<file path="config.mk">
export PLATFORM = sky130hd
export DESIGN_NAME = sorted_unique_set_top
export DESIGN_NICKNAME = d
export VERILOG_FILES = /design/src/rtl/sus_pkg.sv /design/src/rtl/sorted_unique_set_top.sv
export SDC_FILE = /design/constraint.sdc
export NUM_CORES = 1
export LEC_CHECK = 0
export ABC_AREA = 0
export BUFFER_PORTS_ARGS = -buffer_cell sky130_fd_sc_hd__buf_2
export CORE_UTILIZATION = 50
export DETAILED_ROUTE_END_ITERATION = 8
export GPL_TIMING_DRIVEN = 0
export PLACE_DENSITY = 0.78
export SYNTH_ARGS = -nofsm -noshare
export SYNTH_HDL_FRONTEND = slang
export SYNTH_SLANG_ARGS = --single-unit
</file>
<file path="constraint.sdc">
create_clock -name clk_i -period 5.4 [get_ports clk_i]
set_clock_uncertainty 0.15 [all_clocks]
set_input_delay 1.62 -clock clk_i [delete_from_list [all_inputs] [get_ports clk_i]]
set_output_delay 1.62 -clock clk_i [all_outputs]
set_load 0.05 [all_outputs]
</file>
<file path="src/rtl/sus_pkg.sv">
// ----------------------------------------------------------------------------
// sus_pkg
// Shared types and codes for the sorted unique set block.
// ----------------------------------------------------------------------------
`default_nettype none

package sus_pkg;

  localparam int unsigned FuncW   = 2;
  localparam int unsigned InValW  = 32;
  localparam int unsigned PosW    = 4;
  localparam int unsigned StatusW = 2;
  localparam int unsigned CountW  = 5;

  // tdata layouts, zero filled to whole bytes
  localparam int unsigned InDataW  = ((InValW + PosW + 7) / 8) * 8;
  localparam int unsigned OutDataW = ((InValW + CountW + 7) / 8) * 8;

  typedef enum logic [FuncW-1:0] {
    FUNC_INSERT = 2'd0,
    FUNC_ERASE  = 2'd1,
    FUNC_READ   = 2'd2,
    FUNC_NOP    = 2'd3
  } func_e;

  typedef enum logic [StatusW-1:0] {
    STATUS_DONE  = 2'd0,
    STATUS_DUP   = 2'd1,
    STATUS_FULL  = 2'd2,
    STATUS_RANGE = 2'd3
  } status_e;

  typedef enum logic [2:0] {
    ST_IDLE,
    ST_SCAN,
    ST_SHIFT_UP,
    ST_WRITE_NEW,
    ST_SHIFT_DN,
    ST_READ_WAIT,
    ST_RESP
  } state_e;

endpackage

`default_nettype wire

</file>
<file path="src/rtl/sorted_unique_set_top.sv">
// ----------------------------------------------------------------------------
// sorted_unique_set_top
// Sorted table of unique signed values held in one synchronous memory.
// ----------------------------------------------------------------------------
// Requests arrive on the s_axis channel: tuser carries the operation (insert,
// erase at position, read at position), tdata the value and the position.
// Each request gives one transaction on m_axis: tuser carries the status,
// tdata the read value and the entry count after the request.
// The entries sit in a single-port-write, single-read memory with a registered
// read; a sequencer walks it one entry per cycle, so one request is handled at
// a time and s_axis_tready_o is high only while idle. A read fetches the entry
// at the position; an erase moves every later entry one place down; an insert
// scans the entries up to the insertion point, then moves the entries from
// there up by one place and writes the new value into the freed slot.
// The result sits in an output register, so the next request is taken while
// it waits; a request only stalls in its final step if the receiver still
// holds the previous result. Reset empties the set and drops any result.
// ----------------------------------------------------------------------------
`default_nettype none

module sorted_unique_set_top #(
  parameter int unsigned CAPACITY    = 16,
  parameter int unsigned VALUE_WIDTH = 32
) (
  input  wire logic                         clk_i,
  input  wire logic                         rst_ni,
  // s_axis_tdata_i: value [31:0], position [35:32], zero fill
  input  wire logic [sus_pkg::InDataW-1:0]  s_axis_tdata_i,
  // s_axis_tuser_i: func [1:0]
  input  wire logic [sus_pkg::FuncW-1:0]    s_axis_tuser_i,
  input  wire logic                         s_axis_tvalid_i,
  output logic                              s_axis_tready_o,
  // m_axis_tdata_o: read_value [31:0], entry_count [36:32], zero fill
  output logic [sus_pkg::OutDataW-1:0]      m_axis_tdata_o,
  // m_axis_tuser_o: status [1:0]
  output logic [sus_pkg::StatusW-1:0]       m_axis_tuser_o,
  output logic                              m_axis_tvalid_o,
  input  wire logic                         m_axis_tready_i
);

  localparam int unsigned AW    = (CAPACITY > 1) ? $clog2(CAPACITY) : 1;
  localparam int unsigned CNT_W = $clog2(CAPACITY + 1);
  localparam int unsigned CMP_W = (CNT_W > sus_pkg::PosW) ? CNT_W : sus_pkg::PosW;

  // memory
  logic [VALUE_WIDTH-1:0] mem_q [CAPACITY];
  logic [VALUE_WIDTH-1:0] rdata_q;
  logic                   mem_re;
  logic [AW-1:0]          mem_raddr;
  logic                   mem_we;
  logic [AW-1:0]          mem_waddr;
  logic [VALUE_WIDTH-1:0] mem_wdata;

  // control and request state
  sus_pkg::state_e        state_q, state_d;
  logic [CNT_W-1:0]       count_q, count_d;
  logic [AW-1:0]          idx_q, idx_d;
  logic [AW-1:0]          slot_q, slot_d;
  logic [VALUE_WIDTH-1:0] val_q, val_d;
  sus_pkg::status_e       status_q, status_d;
  logic [31:0]            read_q, read_d;

  // output register
  logic                   out_valid_q, out_valid_d;
  sus_pkg::status_e       out_status_q, out_status_d;
  logic [31:0]            out_read_q, out_read_d;
  logic [CNT_W-1:0]       out_count_q, out_count_d;

  // unpacked input fields
  logic [sus_pkg::InValW-1:0] in_value;
  logic [sus_pkg::PosW-1:0]   in_pos;
  sus_pkg::func_e             in_func;
  logic signed [63:0]         in_val_ext;
  logic signed [63:0]         rd_ext;
  logic                       full;
  logic                       pos_out_of_range;

  assign in_value   = s_axis_tdata_i[sus_pkg::InValW-1:0];
  assign in_pos     = s_axis_tdata_i[sus_pkg::InValW +: sus_pkg::PosW];
  assign in_func    = sus_pkg::func_e'(s_axis_tuser_i);
  assign in_val_ext = 64'(signed'(in_value));
  assign rd_ext     = 64'(signed'(rdata_q));
  assign full       = (count_q == CNT_W'(CAPACITY));
  assign pos_out_of_range = (CMP_W'(in_pos) >= CMP_W'(count_q));

  assign s_axis_tready_o = (state_q == sus_pkg::ST_IDLE);
  assign m_axis_tvalid_o = out_valid_q;
  assign m_axis_tuser_o  = out_status_q;
  assign m_axis_tdata_o  = sus_pkg::OutDataW'({sus_pkg::CountW'(out_count_q), out_read_q});

  always_ff @(posedge clk_i) begin
    if (mem_we) begin
      mem_q[mem_waddr] <= mem_wdata;
    end
    if (mem_re) begin
      rdata_q <= mem_q[mem_raddr];
    end
  end

  always_ff @(posedge clk_i or negedge rst_ni) begin
    if (!rst_ni) begin
      state_q     <= sus_pkg::ST_IDLE;
      count_q     <= '0;
      out_valid_q <= 1'b0;
    end else begin
      state_q     <= state_d;
      count_q     <= count_d;
      out_valid_q <= out_valid_d;
    end
  end

  always_ff @(posedge clk_i) begin
    idx_q        <= idx_d;
    slot_q       <= slot_d;
    val_q        <= val_d;
    status_q     <= status_d;
    read_q       <= read_d;
    out_status_q <= out_status_d;
    out_read_q   <= out_read_d;
    out_count_q  <= out_count_d;
  end

  always_comb begin
    state_d      = state_q;
    count_d      = count_q;
    idx_d        = idx_q;
    slot_d       = slot_q;
    val_d        = val_q;
    status_d     = status_q;
    read_d       = read_q;
    out_valid_d  = out_valid_q & ~m_axis_tready_i;
    out_status_d = out_status_q;
    out_read_d   = out_read_q;
    out_count_d  = out_count_q;
    mem_re       = 1'b0;
    mem_raddr    = idx_q;
    mem_we       = 1'b0;
    mem_waddr    = idx_q;
    mem_wdata    = rdata_q;

    case (state_q)
      sus_pkg::ST_IDLE: begin
        if (s_axis_tvalid_i) begin
          val_d    = in_val_ext[VALUE_WIDTH-1:0];
          status_d = sus_pkg::STATUS_DONE;
          read_d   = '0;
          state_d  = sus_pkg::ST_RESP;
          case (in_func)
            sus_pkg::FUNC_INSERT: begin
              if (count_q == '0) begin
                slot_d  = '0;
                state_d = sus_pkg::ST_WRITE_NEW;
              end else begin
                mem_re    = 1'b1;
                mem_raddr = '0;
                idx_d     = '0;
                state_d   = sus_pkg::ST_SCAN;
              end
            end
            sus_pkg::FUNC_ERASE: begin
              if (pos_out_of_range) begin
                status_d = sus_pkg::STATUS_RANGE;
              end else if (CMP_W'(in_pos) == CMP_W'(count_q - 1'b1)) begin
                // last entry, nothing to move
                count_d = count_q - 1'b1;
              end else begin
                mem_re    = 1'b1;
                mem_raddr = AW'(in_pos) + 1'b1;
                idx_d     = AW'(in_pos) + 1'b1;
                state_d   = sus_pkg::ST_SHIFT_DN;
              end
            end
            sus_pkg::FUNC_READ: begin
              if (pos_out_of_range) begin
                status_d = sus_pkg::STATUS_RANGE;
              end else begin
                mem_re    = 1'b1;
                mem_raddr = AW'(in_pos);
                state_d   = sus_pkg::ST_READ_WAIT;
              end
            end
            default: begin
              state_d = sus_pkg::ST_RESP;
            end
          endcase
        end
      end

      // rdata_q holds entry idx_q; stop at the first entry not below the value
      sus_pkg::ST_SCAN: begin
        if (rdata_q == val_q) begin
          status_d = sus_pkg::STATUS_DUP;
          state_d  = sus_pkg::ST_RESP;
        end else if ($signed(val_q) < $signed(rdata_q)) begin
          if (full) begin
            status_d = sus_pkg::STATUS_FULL;
            state_d  = sus_pkg::ST_RESP;
          end else begin
            slot_d    = idx_q;
            mem_re    = 1'b1;
            mem_raddr = AW'(count_q - 1'b1);
            idx_d     = AW'(count_q - 1'b1);
            state_d   = sus_pkg::ST_SHIFT_UP;
          end
        end else if (CNT_W'(idx_q) + 1'b1 == count_q) begin
          if (full) begin
            status_d = sus_pkg::STATUS_FULL;
            state_d  = sus_pkg::ST_RESP;
          end else begin
            slot_d  = AW'(count_q);
            state_d = sus_pkg::ST_WRITE_NEW;
          end
        end else begin
          mem_re    = 1'b1;
          mem_raddr = idx_q + 1'b1;
          idx_d     = idx_q + 1'b1;
        end
      end

      // move entry idx_q one place up, walking down to the slot
      sus_pkg::ST_SHIFT_UP: begin
        mem_we    = 1'b1;
        mem_waddr = idx_q + 1'b1;
        mem_wdata = rdata_q;
        if (idx_q == slot_q) begin
          state_d = sus_pkg::ST_WRITE_NEW;
        end else begin
          mem_re    = 1'b1;
          mem_raddr = idx_q - 1'b1;
          idx_d     = idx_q - 1'b1;
        end
      end

      sus_pkg::ST_WRITE_NEW: begin
        mem_we    = 1'b1;
        mem_waddr = slot_q;
        mem_wdata = val_q;
        count_d   = count_q + 1'b1;
        state_d   = sus_pkg::ST_RESP;
      end

      // move entry idx_q one place down, walking up to the last entry
      sus_pkg::ST_SHIFT_DN: begin
        mem_we    = 1'b1;
        mem_waddr = idx_q - 1'b1;
        mem_wdata = rdata_q;
        if (CNT_W'(idx_q) + 1'b1 == count_q) begin
          count_d = count_q - 1'b1;
          state_d = sus_pkg::ST_RESP;
        end else begin
          mem_re    = 1'b1;
          mem_raddr = idx_q + 1'b1;
          idx_d     = idx_q + 1'b1;
        end
      end

      sus_pkg::ST_READ_WAIT: begin
        read_d  = rd_ext[31:0];
        state_d = sus_pkg::ST_RESP;
      end

      sus_pkg::ST_RESP: begin
        if (!out_valid_q || m_axis_tready_i) begin
          out_valid_d  = 1'b1;
          out_status_d = status_q;
          out_read_d   = read_q;
          out_count_d  = count_q;
          state_d      = sus_pkg::ST_IDLE;
        end
      end

      default: begin
        state_d = sus_pkg::ST_IDLE;
      end
    endcase
  end

endmodule

`default_nettype wire

</file>
==> flow_metrics.py, run 1 <==
metrics = {
    "placement": {
        "place_ws_ns": -0.706,
        "port_buffers": 82,
        "globalplace.congestion": 0.921,
        "place_inst": 2750,
        "hpwl_microns": 49100,
    },
    "sta": {
        "fmax_mhz": 189,
        "layout_setup_ws_ns": 0.111,
        "worst_hold_slack_ns": 0.262,
        "slew_viol_final": 0,
        "min_period_ns": 5.29,
        "grt_setup_unrepaired": "yes",
        "finalHoldViolations": 0,
        "period_share_pct": 97.9,
        "slew_headroom_pct": 25.5,
        "worst_pin_slew_ns": 1.11,
        "setup_violations": 0,
    },
    "clocking": {
        "cts_tree": "yes",
        "hold_buffers": 0,
        "cts_setup_buffers": 0,
        "path_clk_slew_ns": 0.06,
        "worstSkewPairLatency_ns": 0.61,
        "cts_made_buffers": 68,
        "root_buffer": "clkbuf_16",
        "clockBufferDepth": 3,
        "clkSinkCount": 666,
        "htree_levels": 3,
    },
    "detailed_routing": {
        "vias_per_cell": 6.22,
        "routed_wl_microns": 73800,
        "ant_nets": 0,
        "wl_per_cell_microns": 25.8,
        "drt-initial-drc-count": 2272,
        "drt-pass1-iter-count": 6,
        "vias": 17821,
        "route.detailed.drc": 0,
    },
    "synth": {
        "netlist_instances": 1886,
        "async_flop_share_pct": 1.35,
        "synth_top_area_share_pct": 70.9,
        "ys_seq_elements": 666,
        "yosysWarningCount": 0,
        "synthFlopType": "edfxtp_1",
        "ys_types": 73,
        "synth_area_sq_um": 27800,
        "synth-edff-count": 657,
        "ys_seq_area_share_pct": 71.7,
        "netlist.top_cell.by_area": "edfxtp_1",
        "synthTopCellsByArea": "edfxtp_1 (71%), mux2i_1 (5.3%), o221ai_1 (2.9%)",
        "avgSynthCellArea_sq_um": 14.7,
    },
    "setup_path": {
        "criticalPathCategory": "flip-flop to flip-flop",
        "critPathArrivalTime_ns": 5.47,
        "worstSetupEndpointType": "flip-flop",
        "cpMaxStageDelayCell": "nor3_4",
        "rr_worst_depth": 13,
        "crit_fanout": 10,
        "startpoint_type": "flip-flop",
        "critPathBufInv": 1,
        "slowest_delay_ns": 0.52,
        "worstPathRequired_ns": 5.59,
        "rrSetupSlack_ns": 0.11,
        "path_cells": "ha_1 > nand4_1 > nor3_4 > a21boi_1 > o41a_1 > nor3_1 > o21ai_0 > nor3b_1 > a31oi_1 > a31o_2 > clkbuf_2 > o221ai_1 > o22a_1",
        "rr_startpoint": "val_q[15]",
        "r2r-end": "rdata_q[5]",
        "crit_family": "compound AO/OA/AOI/OAI gates",
    },
    "final_layout": {
        "final_util_pct": 58.3,
        "area_growth_pct": 15.3,
        "layout_common_cells": "edfxtp_1 (657), nand2_1 (210), mux2i_1 (147)",
        "drive_above_1_share_pct": 15.4,
        "instances_no_fill": 2864,
        "final_common_cell": "edfxtp_1",
        "n_antenna_cell": 0,
        "fin_nets": 2167,
    },
    "die": {
        "fp.dieW_microns": 238,
        "die_y_microns": 238,
        "initial_core_util_pct": 50.6,
        "rows": 86,
        "ios": 90,
        "die_area_sq_um": 56600,
        "core_sq_um": 55000,
    },
    "global_routing": {
        "grt_pass1_wl_microns": 110000,
        "grt_antenna_before_repair": 1,
        "grt_max_degree": 33,
        "grt_pass1_vias": 17819,
        "grtUsageTotal_pct": 26.2,
        "grt_overflow": 0,
    },
    "flow_run": {
        "drv_cap": 0,
    },
    "worst_hold_path": {
        "worstHoldPathType": "flip-flop to flip-flop",
        "hold_start": "read_q[11]",
        "min_path_cells": 0,
        "holdPathEnd": "out_read_q[11]",
    },
    "outcome": {
        "outcome": "complete, no violations",
    },
}
per-stage QoR:
stage,area (sq um),TNS [ns]
after floorplan,27800,0
after global placement,29200,-181.47
after detailed placement,29800,-19.81
after CTS,32000,0
after global routing,32100,-0.0659
final,32100,0
layer usage:
layer / wire length (microns) / track usage (%) / up-vias
met4: 3420 / 12.4 / 2
met1: 27800 / 33.6 / 8835
li1: - / - / 7712
met2: 35600 / 43.1 / 1054
met5: 11 / 0 / -
met3: 7040 / 5.24 / 218
logic make-up (layout without fill, tap and decap cells):
logic type	Yosys count	in the layout	synth area share (%)
compound gates	461	461	11.2
buf+inv	165	393	2.79
mux	149	149	5.37
fa+ha+maj	46	46	2.07
flops	666	666	71.7
other cells	1	3	0.0135
xor+xnor	25	25	0.886
simple gates	373	373	5.89
synthesized netlist by cell type, types with 3 or more instances:
cell type / number
a211oi_1: 3
a21o_1: 34
a21oi_1: 135
a22o_1: 4
a22oi_1: 4
a31o_2: 3
a31oi_1: 39
and2_1: 6
buf_1: 6
buf_2: 30
buf_4: 11
buf_6: 9
clkbuf_1: 59
dfrtp_1: 9
edfxtp_1: 657
ha_1: 46
inv_1: 47
mux2i_1: 147
nand2_1: 210
nand2b_1: 6
nand3_1: 14
nand3b_1: 3
nand4_1: 11
nand4b_1: 4
nor2_1: 53
nor2b_1: 4
nor3_1: 43
nor3b_1: 3
nor4_1: 3
o211ai_1: 7
o21ai_0: 68
o221ai_1: 93
o22a_1: 32
o31ai_1: 5
or2_2: 4
xnor2_1: 14
xor2_1: 9
state kept, by name (all words and copies together), names as in the netlist, 5 cells and up:
register,flops
count_q,5
rdata_q,32
out_read_q,32
read_q,32
out_count_q,5
val_q,32
mem_q,512
worst max-delay path by stage:
stage,start,endpoint,cells after the start
finish,val_q[15],rdata_q[5],13
global route,s_axis_tdata_i[32],rdata_q[25],17
floorplan,m_axis_tready_i,m_axis_tuser_o[0],2
global placement,val_q[15],rdata_q[14],10
CTS,val_q[15],rdata_q[25],13
detailed placement,s_axis_tdata_i[32],rdata_q[7],16
repair_timing:
item | CTS | global route
gates resized for setup | 11 | 30
endpoints found under the setup margin | 47 | 47
cloned | 0 | 0
layout make-up:
class / instances / area, sq um
buffer: 116 / 617
clock buffer: 79 / 1790
clock inverter: 32 / 347
fill: 3989 / 22900
inverter: 49 / 188
multi-input combinational: 1057 / 7300
sequential: 666 / 20000
tap: 748 / 936
timing repair buffer: 117 / 955
Power of run 1 is not shown: default switching activity piles up to over one toggle a cycle in this logic, so the estimate is an artifact.
==> inputs of run 2 (changes only) <==
--- a/config.mk
+++ b/config.mk
@@ -9,8 +9,8 @@
 export BUFFER_PORTS_ARGS = -buffer_cell sky130_fd_sc_hd__buf_2
 export CORE_UTILIZATION = 50
 export DETAILED_ROUTE_END_ITERATION = 8
-export GPL_TIMING_DRIVEN = 0
 export PLACE_DENSITY = 0.78
+export SKIP_LAST_GASP = 1
 export SYNTH_ARGS = -nofsm -noshare
 export SYNTH_HDL_FRONTEND = slang
 export SYNTH_SLANG_ARGS = --single-unit
==> constraint.sdc (replaced) <==
create_clock -name clk_i -period 4.5 [get_ports clk_i]
set_clock_uncertainty 0.15 [all_clocks]
set_input_delay 1.35 -clock clk_i [delete_from_list [all_inputs] [get_ports clk_i]]
set_output_delay 1.35 -clock clk_i [all_outputs]
set_load 0.05 [all_outputs]
==> flow_metrics.py, run 2 (synthesized netlist as in run 1, its figures left out) <==
metrics = {
    "final_layout": {
        "drive_above_1_share_pct": 17.3,
        "multi_input_area_sq_um": 7350,
        "max_flop_register": "mem_q",
        "final_area_sq_um": 32400,
        "final_common_cell": "edfxtp_1",
        "layout_common_cells": "edfxtp_1 (657), nand2_1 (210), mux2i_1 (147)",
        "fill_cells": 4026,
        "largest_reg_flops": 512,
        "fin_nets": 2171,
        "area_growth_pct": 16.5,
        "regArea_sq_um": 20000,
    },
    "flow_run": {
        "drv_cap": 0,
    },
    "setup_path": {
        "critPathArrivalTime_ns": 4.62,
        "startpoint_type": "flip-flop",
        "crit_fanout": 15,
        "worstPathRequired_ns": 4.70,
        "slowest_delay_ns": 0.47,
        "critPathBufInv": 3,
        "path_cells": "ha_1 > nand4_1 > nor4_2 > buf_4 > o41a_1 > buf_4 > nor2_1 > mux2_2 > a2bb2oi_4 > nand2_1 > buf_4 > o221ai_1 > a31oi_1 > o22a_1",
        "crit_top_cell": "buf_4",
        "crit_family": "compound AO/OA/AOI/OAI gates",
        "criticalPathCategory": "flip-flop to flip-flop",
        "cpMaxStageDelayCell": "edfxtp_1",
        "worstSetupEndpointType": "flip-flop",
    },
    "placement": {
        "place_ws_ns": -0.373,
        "hpwl_microns": 43200,
        "port_buffers": 82,
        "globalplace.congestion": 0.917,
        "dpl_cell_area_sq_um": 30400,
    },
    "global_routing": {
        "grt_pass1_vias": 17373,
        "grt_overflow": 0,
        "grtUsageTotal_pct": 25.2,
        "grt_max_degree": 56,
        "grt_pass1_wl_microns": 105000,
        "grt_antenna_before_repair": 0,
    },
    "detailed_routing": {
        "vias_per_cell": 6.11,
        "drt-pass1-iter-count": 5,
        "ant_nets": 0,
        "drt-initial-drc-count": 2188,
        "vias": 17560,
        "route.detailed.drc": 0,
        "wl_per_cell_microns": 24.7,
        "routed_wl_microns": 70900,
    },
    "clocking": {
        "cts_made_buffers": 66,
        "path_clk_slew_ns": 0.06,
        "clockBufferDepth": 3,
        "clkSinkCount": 666,
        "root_buffer": "clkbuf_16",
        "cts_tree": "yes",
        "htree_levels": 3,
        "worstSkewPairLatency_ns": 0.62,
    },
    "sta": {
        "period_share_pct": 98.1,
        "worst_pin_slew_ns": 0.961,
        "finalHoldViolations": 0,
        "setup_violations": 0,
        "worst_hold_slack_ns": 0.262,
        "slew_viol_final": 0,
        "layout_setup_ws_ns": 0.0861,
        "fmax_mhz": 227,
        "grt_setup_unrepaired": "no",
        "slew_headroom_pct": 35.5,
        "min_period_ns": 4.41,
    },
    "die": {
        "fp.dieW_microns": 238,
        "ios": 90,
        "initial_core_util_pct": 50.6,
        "rows": 86,
        "die_y_microns": 238,
        "die_area_sq_um": 56600,
        "core_sq_um": 55000,
    },
    "worst_hold_path": {
        "worstHoldPathType": "flip-flop to flip-flop",
    },
    "outcome": {
        "outcome": "complete, no violations",
    },
}
[run 2: cell count changes in the layout (fill, tap and decap cells not counted), moves of 12 or more]
cell and change:
buf_2 -30, buf_4 +100, o21ai_1 -21, buf_6 -12
o21ai_0 +21, buf_12 +20, clkbuf_2 -19, clkbuf_1 -36
[run 2: final cells by class]
class	instances	area share, %
diodes	1	0.00772
clock inverters	32	0.861
well taps	748	2.89
repair buffers	239	6.14
clock buffers	82	5.28
multi-input cells	1057	22.7
inverters	49	0.567
flip-flops and latches	666	61.6
[run 2: routing by layer]
metal,share of wire [%],wire [microns],global-route usage (%)
met4,3.9,2740,11.4
met2,50,35300,42.3
met3,9.5,6730,4.38
met1,37,26200,32.0
met5,0,0,0
[run 2: per-stage QoR]
step,util [%],setup TNS [ns],instances
floorplan,-,0,1888
global placement,55.2,-8.65,2758
detailed placement,55.2,-9.73,2758
CTS,58.9,-0.118,2872
global route,58.9,0,2873
finish,58.9,0,2874
[run 2: worst paths after layout]
check | slack, ns | startpoint | cells after the start | end
min in group asynchronous | 0.45 | rst_ni | 1 | count_q[0]
max | 0.09 | val_q[31] | 14 | rdata_q[22]
min | 0.26 | read_q[27] | 0 | out_read_q[27]
max in group asynchronous | 3.53 | rst_ni | 1 | count_q[1]
max reg2reg | 0.09 | val_q[31] | 14 | rdata_q[22]
min reg2reg | 0.26 | read_q[27] | 0 | out_read_q[27]
[run 2: repair_timing]
item                                    in CTS  in global routing
hold buffers                                 0                  0
endpoints found under the hold margin        0                  0
pin swaps                                    0                  1
endpoints found under the setup margin      31                 32
gates resized for setup                      2                  6
setup buffers                                0                  1
Power of run 2 is left out for the same reason.
